[config.mk]
export PLATFORM = sky130hd
export DESIGN_NAME = response_frame_receiver_unit
export DESIGN_NICKNAME = d
export VERILOG_FILES = /design/src/design/rfr_pkg.sv /design/src/design/rfr_cfg.sv /design/src/design/rfr_core.sv /design/src/design/rfr_out_buf.sv /design/src/design/response_frame_receiver_unit.sv
export SDC_FILE = /design/constraint.sdc
export NUM_CORES = 1
export LEC_CHECK = 0
export BUFFER_PORTS_ARGS = -buffer_cell sky130_fd_sc_hd__buf_2
export CAP_MARGIN = 20
export CORE_AREA = 2 2 162 164
export CTS_CLUSTER_SIZE = 30
export DETAILED_ROUTE_END_ITERATION = 10
export DIE_AREA = 0 0 164 166
export PLACE_DENSITY = 0.58
export SKIP_LAST_GASP = 1
export SYNTH_ARGS = -nofsm -noshare
export SYNTH_HDL_FRONTEND = slang
export SYNTH_SLANG_ARGS = --single-unit
export TNS_END_PERCENT = 10
[constraint.sdc]
create_clock -name clk -period 6.4 [get_ports clk]
set_input_delay 0.32 -clock clk [delete_from_list [all_inputs] [get_ports clk]]
set_output_delay 0.32 -clock clk [all_outputs]
set_load 0.05 [all_outputs]
[src/design/rfr_pkg.sv]
package rfr_pkg;

    localparam int unsigned OP_W      = 2;
    localparam int unsigned BYTE_W    = 8;
    localparam int unsigned LEN_W     = 16;
    localparam int unsigned CRC_W     = 16;
    localparam int unsigned TICK_W    = 24;
    localparam int unsigned CFG_IDX_W = 2;
    localparam int unsigned CFG_DAT_W = 24;
    localparam int unsigned M_DATA_W  = 24;

    localparam logic [BYTE_W-1:0] SYNC_FIRST  = 8'hFE;
    localparam logic [BYTE_W-1:0] SYNC_SECOND = 8'hFF;
    localparam logic [CRC_W-1:0]  CRC_POLY    = 16'h1021;

    typedef enum logic [OP_W-1:0] {
        OP_BYTE  = 2'd0,
        OP_TICK  = 2'd1,
        OP_START = 2'd2,
        OP_NONE  = 2'd3
    } op_t;

    typedef enum logic [CFG_IDX_W-1:0] {
        CFG_OPCODE   = 2'd0,
        CFG_SEED     = 2'd1,
        CFG_TIMEOUT  = 2'd2,
        CFG_CAPACITY = 2'd3
    } cfg_idx_t;

    typedef enum logic [3:0] {
        PH_IDLE    = 4'd0,
        PH_SYNC1   = 4'd1,
        PH_SYNC2   = 4'd2,
        PH_OPCODE  = 4'd3,
        PH_LEN_HI  = 4'd4,
        PH_LEN_LO  = 4'd5,
        PH_STATUS  = 4'd6,
        PH_PAYLOAD = 4'd7,
        PH_CRC_HI  = 4'd8,
        PH_CRC_LO  = 4'd9
    } phase_t;

    typedef struct packed {
        logic [BYTE_W-1:0] expected_opcode;
        logic [CRC_W-1:0]  crc_seed;
        logic [TICK_W-1:0] timeout_ticks;
        logic [LEN_W-1:0]  payload_capacity;
    } cfg_t;

    typedef struct packed {
        logic              is_verdict;
        logic [BYTE_W-1:0] payload_byte;
        logic              passed;
        logic              timed_out;
        logic [BYTE_W-1:0] frame_status;
    } res_t;

    // CRC-16-CCITT, MSB first, one byte
    function automatic logic [CRC_W-1:0] crc_feed(input logic [CRC_W-1:0] crc,
                                                  input logic [BYTE_W-1:0] b);
        logic [CRC_W-1:0] c;
        c = crc ^ {b, 8'h00};
        for (int i = 0; i < 8; i++) begin
            if (c[CRC_W-1])
                c = {c[CRC_W-2:0], 1'b0} ^ CRC_POLY;
            else
                c = {c[CRC_W-2:0], 1'b0};
        end
        return c;
    endfunction

endpackage

[src/design/rfr_cfg.sv]
module rfr_cfg
    import rfr_pkg::*;
(
    input  logic                 clk,
    input  logic                 rst_n,
    input  logic                 cfg_we,
    input  logic [CFG_IDX_W-1:0] cfg_addr,
    input  logic [CFG_DAT_W-1:0] cfg_wdata,
    output cfg_t                 cfg
);

    cfg_t cfg_reg;
    cfg_t cfg_next;

    always_comb
    begin
        cfg_next = cfg_reg;
        if (cfg_we)
        begin
            unique case (cfg_idx_t'(cfg_addr))
                CFG_OPCODE:   cfg_next.expected_opcode  = cfg_wdata[BYTE_W-1:0];
                CFG_SEED:     cfg_next.crc_seed         = cfg_wdata[CRC_W-1:0];
                CFG_TIMEOUT:  cfg_next.timeout_ticks    = cfg_wdata[TICK_W-1:0];
                CFG_CAPACITY: cfg_next.payload_capacity = cfg_wdata[LEN_W-1:0];
                default:      cfg_next = cfg_reg;
            endcase
        end
    end

    always_ff @(posedge clk or negedge rst_n)
    begin
        if (!rst_n)
        begin
            cfg_reg.expected_opcode  <= '0;
            cfg_reg.crc_seed         <= 16'hFFFF;
            cfg_reg.timeout_ticks    <= 24'd1000;
            cfg_reg.payload_capacity <= 16'd256;
        end
        else
        begin
            cfg_reg <= cfg_next;
        end
    end

    assign cfg = cfg_reg;

endmodule

[src/design/rfr_core.sv]
module rfr_core
    import rfr_pkg::*;
(
    input  logic              clk,
    input  logic              rst_n,
    input  cfg_t              cfg,
    input  logic              in_valid,
    output logic              in_ready,
    input  logic [OP_W-1:0]   in_op,
    input  logic [BYTE_W-1:0] in_byte,
    input  logic              res_room,
    output logic              res_push,
    output res_t              res
);

    logic              item_valid_reg;
    logic [OP_W-1:0]   op_reg;
    logic [BYTE_W-1:0] byte_reg;

    phase_t            phase_reg, phase_next;
    logic [LEN_W-1:0]  bytes_left_reg, bytes_left_next;
    logic [CRC_W-1:0]  crc_acc_reg, crc_acc_next;
    logic [BYTE_W-1:0] crc_high_reg, crc_high_next;
    logic [BYTE_W-1:0] status_reg, status_next;
    logic [LEN_W-1:0]  kept_reg, kept_next;
    logic              zero_seen_reg, zero_seen_next;
    logic [TICK_W-1:0] elapsed_reg, elapsed_next;

    logic              advance;
    logic              active;
    logic              late;
    logic              keep;
    logic              emit;
    logic [LEN_W-1:0]  left_dec;
    logic [CRC_W-1:0]  crc_in;
    logic [CRC_W-1:0]  crc_new;
    op_t               op;

    assign advance  = item_valid_reg && res_room;
    assign in_ready = !item_valid_reg || res_room;

    always_ff @(posedge clk or negedge rst_n)
    begin
        if (!rst_n)
            item_valid_reg <= 1'b0;
        else if (in_ready)
            item_valid_reg <= in_valid;
    end

    always_ff @(posedge clk)
    begin
        if (in_ready && in_valid)
        begin
            op_reg   <= in_op;
            byte_reg <= in_byte;
        end
    end

    assign op       = op_t'(op_reg);
    assign active   = (phase_reg != PH_IDLE) && (phase_reg <= PH_CRC_LO);
    assign late     = elapsed_reg > cfg.timeout_ticks;
    assign keep     = kept_reg < cfg.payload_capacity;
    assign emit     = keep && (byte_reg != '0) && !zero_seen_reg;
    assign left_dec = bytes_left_reg - LEN_W'(1);
    // status byte starts from the seed, payload bytes continue the running value
    assign crc_in   = (phase_reg == PH_STATUS) ? cfg.crc_seed : crc_acc_reg;
    assign crc_new  = crc_feed(crc_in, byte_reg);

    // next state
    always_comb
    begin
        phase_next      = phase_reg;
        bytes_left_next = bytes_left_reg;
        crc_acc_next    = crc_acc_reg;
        crc_high_next   = crc_high_reg;
        status_next     = status_reg;
        kept_next       = kept_reg;
        zero_seen_next  = zero_seen_reg;
        elapsed_next    = elapsed_reg;
        if (op == OP_START)
        begin
            phase_next      = PH_SYNC1;
            bytes_left_next = '0;
            crc_acc_next    = '0;
            crc_high_next   = '0;
            status_next     = '0;
            kept_next       = '0;
            zero_seen_next  = 1'b0;
            elapsed_next    = '0;
        end
        else if (active && op == OP_TICK)
        begin
            if (elapsed_reg != '1)
                elapsed_next = elapsed_reg + TICK_W'(1);
        end
        else if (active && op == OP_BYTE)
        begin
            if (late)
                phase_next = PH_IDLE;
            else
            begin
                unique case (phase_reg)
                    PH_SYNC1:
                        if (byte_reg == SYNC_FIRST)
                            phase_next = PH_SYNC2;
                    PH_SYNC2:
                        phase_next = (byte_reg == SYNC_SECOND) ? PH_OPCODE : PH_SYNC1;
                    PH_OPCODE:
                        phase_next = (byte_reg == cfg.expected_opcode) ? PH_LEN_HI
                                                                       : PH_SYNC1;
                    PH_LEN_HI:
                    begin
                        bytes_left_next = {byte_reg, 8'h00};
                        phase_next      = PH_LEN_LO;
                    end
                    PH_LEN_LO:
                    begin
                        bytes_left_next = {bytes_left_reg[LEN_W-1:BYTE_W], byte_reg};
                        phase_next      = PH_STATUS;
                    end
                    PH_STATUS:
                    begin
                        status_next     = byte_reg;
                        crc_acc_next    = crc_new;
                        bytes_left_next = left_dec;
                        kept_next       = '0;
                        zero_seen_next  = 1'b0;
                        phase_next      = (left_dec == '0) ? PH_CRC_HI : PH_PAYLOAD;
                    end
                    PH_PAYLOAD:
                    begin
                        crc_acc_next    = crc_new;
                        bytes_left_next = left_dec;
                        if (keep)
                        begin
                            kept_next = kept_reg + LEN_W'(1);
                            if (byte_reg == '0)
                                zero_seen_next = 1'b1;
                        end
                        if (left_dec == '0)
                            phase_next = PH_CRC_HI;
                    end
                    PH_CRC_HI:
                    begin
                        crc_high_next = byte_reg;
                        phase_next    = PH_CRC_LO;
                    end
                    PH_CRC_LO:
                        phase_next = PH_IDLE;
                    default:
                        phase_next = phase_reg;
                endcase
            end
        end
    end

    // result
    always_comb
    begin
        res_push         = 1'b0;
        res.is_verdict   = 1'b0;
        res.payload_byte = '0;
        res.passed       = 1'b0;
        res.timed_out    = 1'b0;
        res.frame_status = '0;
        if (advance && active && op == OP_BYTE)
        begin
            if (late)
            begin
                res_push         = 1'b1;
                res.is_verdict   = 1'b1;
                res.timed_out    = 1'b1;
                res.frame_status = status_reg;
            end
            else if (phase_reg == PH_PAYLOAD && emit)
            begin
                res_push         = 1'b1;
                res.payload_byte = byte_reg;
            end
            else if (phase_reg == PH_CRC_LO)
            begin
                res_push         = 1'b1;
                res.is_verdict   = 1'b1;
                res.passed       = (status_reg == '0)
                                   && ({crc_high_reg, byte_reg} == crc_acc_reg);
                res.frame_status = status_reg;
            end
        end
    end

    always_ff @(posedge clk or negedge rst_n)
    begin
        if (!rst_n)
        begin
            phase_reg      <= PH_IDLE;
            bytes_left_reg <= '0;
            crc_acc_reg    <= '0;
            crc_high_reg   <= '0;
            status_reg     <= '0;
            kept_reg       <= '0;
            zero_seen_reg  <= 1'b0;
            elapsed_reg    <= '0;
        end
        else if (advance)
        begin
            phase_reg      <= phase_next;
            bytes_left_reg <= bytes_left_next;
            crc_acc_reg    <= crc_acc_next;
            crc_high_reg   <= crc_high_next;
            status_reg     <= status_next;
            kept_reg       <= kept_next;
            zero_seen_reg  <= zero_seen_next;
            elapsed_reg    <= elapsed_next;
        end
    end

endmodule

[src/design/rfr_out_buf.sv]
module rfr_out_buf
    import rfr_pkg::*;
(
    input  logic clk,
    input  logic rst_n,
    input  logic push,
    input  res_t push_res,
    output logic room,
    output logic out_valid,
    input  logic out_ready,
    output res_t out_res
);

    logic main_valid_reg;
    logic skid_valid_reg;
    res_t main_reg;
    res_t skid_reg;
    logic pop;

    assign pop       = main_valid_reg && out_ready;
    assign room      = !skid_valid_reg;
    assign out_valid = main_valid_reg;
    assign out_res   = main_reg;

    always_ff @(posedge clk or negedge rst_n)
    begin
        if (!rst_n)
        begin
            main_valid_reg <= 1'b0;
            skid_valid_reg <= 1'b0;
        end
        else if (skid_valid_reg)
        begin
            if (pop)
                skid_valid_reg <= 1'b0;
        end
        else if (push)
        begin
            if (main_valid_reg && !pop)
                skid_valid_reg <= 1'b1;
            else
                main_valid_reg <= 1'b1;
        end
        else if (pop)
        begin
            main_valid_reg <= 1'b0;
        end
    end

    always_ff @(posedge clk)
    begin
        if (skid_valid_reg)
        begin
            if (pop)
                main_reg <= skid_reg;
        end
        else if (push)
        begin
            if (main_valid_reg && !pop)
                skid_reg <= push_res;
            else
                main_reg <= push_res;
        end
    end

endmodule

[src/design/response_frame_receiver_unit.sv]
// Path of a result: input register, then the output stage's main register; items
// that cause no result leave nothing. Throughput: one item per cycle while the
// output stage has room; the frame state and CRC update in one step. A two-entry
// output stage keeps input transfers going while a result waits.
// Reset (rst_n, asynchronous, active low): idle, registers to defaults.
module response_frame_receiver_unit
    import rfr_pkg::*;
(
    input  logic                 clk,
    input  logic                 rst_n,
    input  logic                 cfg_we,
    input  logic [CFG_IDX_W-1:0] cfg_addr,
    input  logic [CFG_DAT_W-1:0] cfg_wdata,
    input  logic                 s_tvalid,
    output logic                 s_tready,
    input  logic [BYTE_W-1:0]    s_tdata,   // rx_byte
    input  logic [OP_W-1:0]      s_tuser,   // operation
    output logic                 m_tvalid,
    input  logic                 m_tready,
    output logic [M_DATA_W-1:0]  m_tdata,   // payload_byte, passed, timed_out, frame_status
    output logic                 m_tuser,   // is_verdict
    output logic                 m_tlast
);

    cfg_t cfg;
    logic res_push;
    logic res_room;
    res_t res;
    res_t out_res;

    rfr_cfg u_cfg (
        .clk       (clk),
        .rst_n     (rst_n),
        .cfg_we    (cfg_we),
        .cfg_addr  (cfg_addr),
        .cfg_wdata (cfg_wdata),
        .cfg       (cfg)
    );

    rfr_core u_core (
        .clk      (clk),
        .rst_n    (rst_n),
        .cfg      (cfg),
        .in_valid (s_tvalid),
        .in_ready (s_tready),
        .in_op    (s_tuser),
        .in_byte  (s_tdata),
        .res_room (res_room),
        .res_push (res_push),
        .res      (res)
    );

    rfr_out_buf u_out_buf (
        .clk       (clk),
        .rst_n     (rst_n),
        .push      (res_push),
        .push_res  (res),
        .room      (res_room),
        .out_valid (m_tvalid),
        .out_ready (m_tready),
        .out_res   (out_res)
    );

    assign m_tdata = {6'b0, out_res.frame_status, out_res.timed_out, out_res.passed,
                      out_res.payload_byte};
    assign m_tuser = out_res.is_verdict;
    assign m_tlast = out_res.is_verdict;

endmodule

==> reports/qor.yml <==
outcome:
  status: "complete, no violations"
die:
  rows: 59
  coreArea_sq_um: 25600
  ios: 69
  die_w_um: 164
  die_h_um: 166
  die_area_sq_um: 27200
  initial_utilization_pct: 44.2
grt:
  grtUsageTotal_pct: 21.8
  antenna_found_initial: 0
  grt_pass1_wl_um: 46700
  grt-ovfl-total: 0
  first_global_vias: 8260
  grt_max_degree: 61
cells_and_area:
  seq_area_sq_um: 5470
  area_growth_pct: 13.7
  multi_input_area_sq_um: 5370
  antenna_cells: 0
  fillers: 2373
  largest_reg_flops: 64
  final_cell_mix: "dfrtp_1 (137), nand2_1 (82), nor2_1 (70)"
  final_common_cell: "dfrtp_1"
  nNetsFinal: 1241
  drive_gt1_share_pct: 18.7
worst_setup_path:
  critPathLaunchType: "flip-flop"
  crit_path_cell_trace: "ha_1 > nand4_1 > nor4_2 > o311ai_1 > and4_1 > nor2_2 > a21oi_4 > nor4_1"
  critPathArrivalTime_ps: 4060
  worst_path_max_delay_cell: "nor2_2"
  r2r_cells: 8
  crit_buf_inv: 0
  path_delay_family: "simple AND/OR/NAND/NOR gates"
  r2r_start: "u_core.elapsed_reg[15]"
  end_kind: "flip-flop"
  crit_fanout: 19
  cp.depth: 8
  cp_slowest_stage_delay_ps: 690
  cp.required_ps: 6780
  startpoint: "u_core.elapsed_reg[15]"
  crit_type: "reg2reg"
synth:
  async_reset_ff_share_pct: 76.9
  yosys_warnings: 0
  syn-instance-count: 1092
  yosys_register_bits: 208
  yosysTopAreaCell: "dfrtp_1"
  seq_area_frac_synth_pct: 48.4
  yosysUniqueCellTypes: 76
  synth_flop_cell: "dfrtp_1"
  syn-cell-area_sq_um: 11300
  synth_area_leaders: "dfrtp_1 (30%), edfxtp_1 (13%), mux2_2 (6.8%)"
  synth_top_area_share_pct: 30.3
  synth_edf_count: 48
  syn_area_per_cell_sq_um: 10.4
routing:
  first_iter_violations: 702
  drt_wl_total_um: 29600
  dr_total_vias: 8569
  drt-met1-wl_um: 13900
  wl_met2_um: 13400
  wl_per_cell_um: 19.6
  drtAntennaViolNets: 0
  drc: 0
  wl_met3_um: 1490
  vias_per_cell: 5.67
  dr.pass1.iters: 6
  top_layer_used: "met4"
clock_tree:
  worstSkewPairLatency_ps: 530
  h-tree-depth: 1
  clkTransAtPathRegs_ps: 60
  clock-root-buffer: "clkbuf_16"
  cts_setup_buffers: 0
  numCtsBuffers: 25
  cts-resized-gates: 0
  clock_tree.buffer_depth: 3
  cts.sinks: 208
  cts_tree: "built"
  cts_hold_buf: 12
timing:
  setup_viol: 0
  clock-skew-final_ps: 20.4
  rsz0062_at_grt: "false"
  finalHoldViolations: 0
  maxSlewViolCount: 0
  fin_setup_tns_ps: 0
  slew_headroom_pct: 25.6
  timing.final.crit_share_pct: 57.5
  period_minus_slack_ps: 3680
  max_freq_mhz: 272
  worst_pin_slew_ps: 1110
placement:
  gp_congestion: 0.836
  port_buffers: 62
  dpl.hpwl_um: 20900
min_path:
  hold_class: "in2reg"
  hold_depth: 2
  hp-start: "cfg_wdata[23]"
run:
  drv_cap: 0
power:
  p_leak_nw: 5.73
  p_per_area_nw_per_um2: 276
  ir_worst_vdd_v: 0.000220
  p_total_w: 0.00355
cells by family after synthesis:
| family | count (synthesis) | share of synthesized area (%) |
|---|---|---|
| and+or+nand+nor | 347 | 15.5 |
| DFF | 208 | 48.4 |
| AOI/OAI and AO/OA | 203 | 12.1 |
| buffers and inverters | 123 | 4.53 |
| muxes | 92 | 8.89 |
| xor gates and xnor gates | 75 | 5.80 |
| adders and majority gates | 43 | 4.75 |
| other | 1 | 0.0331 |
routing by layer:
metal  up-vias  GRT usage, %
li1       4065             -
met3        62          3.77
met4         0          6.18
met5         -             0
met2       254          33.7
met1      4188          31.5
final cells by class:
cell class,count,share of cell area [%]
Sequential cell,208,42.5
Multi-Input combinational cell,766,41.8
Clock buffer,36,5.49
Timing Repair Buffer,93,4.52
Tap cell,335,3.26
Inverter,63,1.84
Clock inverter,9,0.583
per-stage QoR:
step / cells / worst slack (ps) / hold slack, ps / instance area, sq um / util [%]
after floorplan: 1097 / 2550 / 24.4 / 11300 / -
after global routing: 1510 / 2390 / 20.1 / 12900 / 50.2
final: 1510 / 2720 / 24.3 / 12900 / 50.2
after global placement: 1450 / 2590 / 314 / 11900 / 46.6
after detailed placement: 1451 / 2440 / 313 / 11900 / 46.6
after CTS: 1508 / 2440 / 15.2 / 12800 / 50.2
cells in the mapped netlist, types with 8 or more instances:
library cell,number
o21ai_0,55
mux2i_1,24
clkbuf_1,39
ha_1,43
mux2_2,68
nand3_1,45
nor3_1,25
dfstp_2,23
xnor2_1,37
buf_2,8
nor3b_1,8
and3_1,18
nor2_1,70
a31oi_1,10
and2_1,14
dfrtp_1,137
nand2_1,82
nand2b_1,8
xor2_1,38
nor4_1,20
a22o_1,12
buf_4,11
a21o_1,22
edfxtp_1,48
a21oi_1,38
nand4_1,25
inv_1,62
worst paths after layout:
| kind | end | slack (ps) |
|---|---|---|
| min in group asynchronous | u_core.crc_acc_reg[3] | 340 |
| setup / recovery | u_core.kept_reg[3] | 2720 |
| hold / removal | u_cfg.cfg[39] | 20 |
| hold reg to reg | u_cfg.cfg[36] | 500 |
| setup reg to reg | u_core.kept_reg[3] | 2720 |
| max in group asynchronous | u_core.crc_acc_reg[8] | 4890 |
worst reg2reg max path, stage by stage, from the launching register on:
cell and delay, ps:
dfrtp_1 440, ha_1 340, nand4_1 170, nor4_2 490, o311ai_1 300, and4_1 300, nor2_2 690, a21oi_4 380
nor4_1 430
power by group:
part	internal, W	total, W	switching [W]
registers	0.00150	0.00164	0.000139
logic	0.000241	0.000548	0.000307
clock network	0.000804	0.00136	0.000552
total	0.00255	0.00355	0.000999
Power figures use the tool's default switching activity.
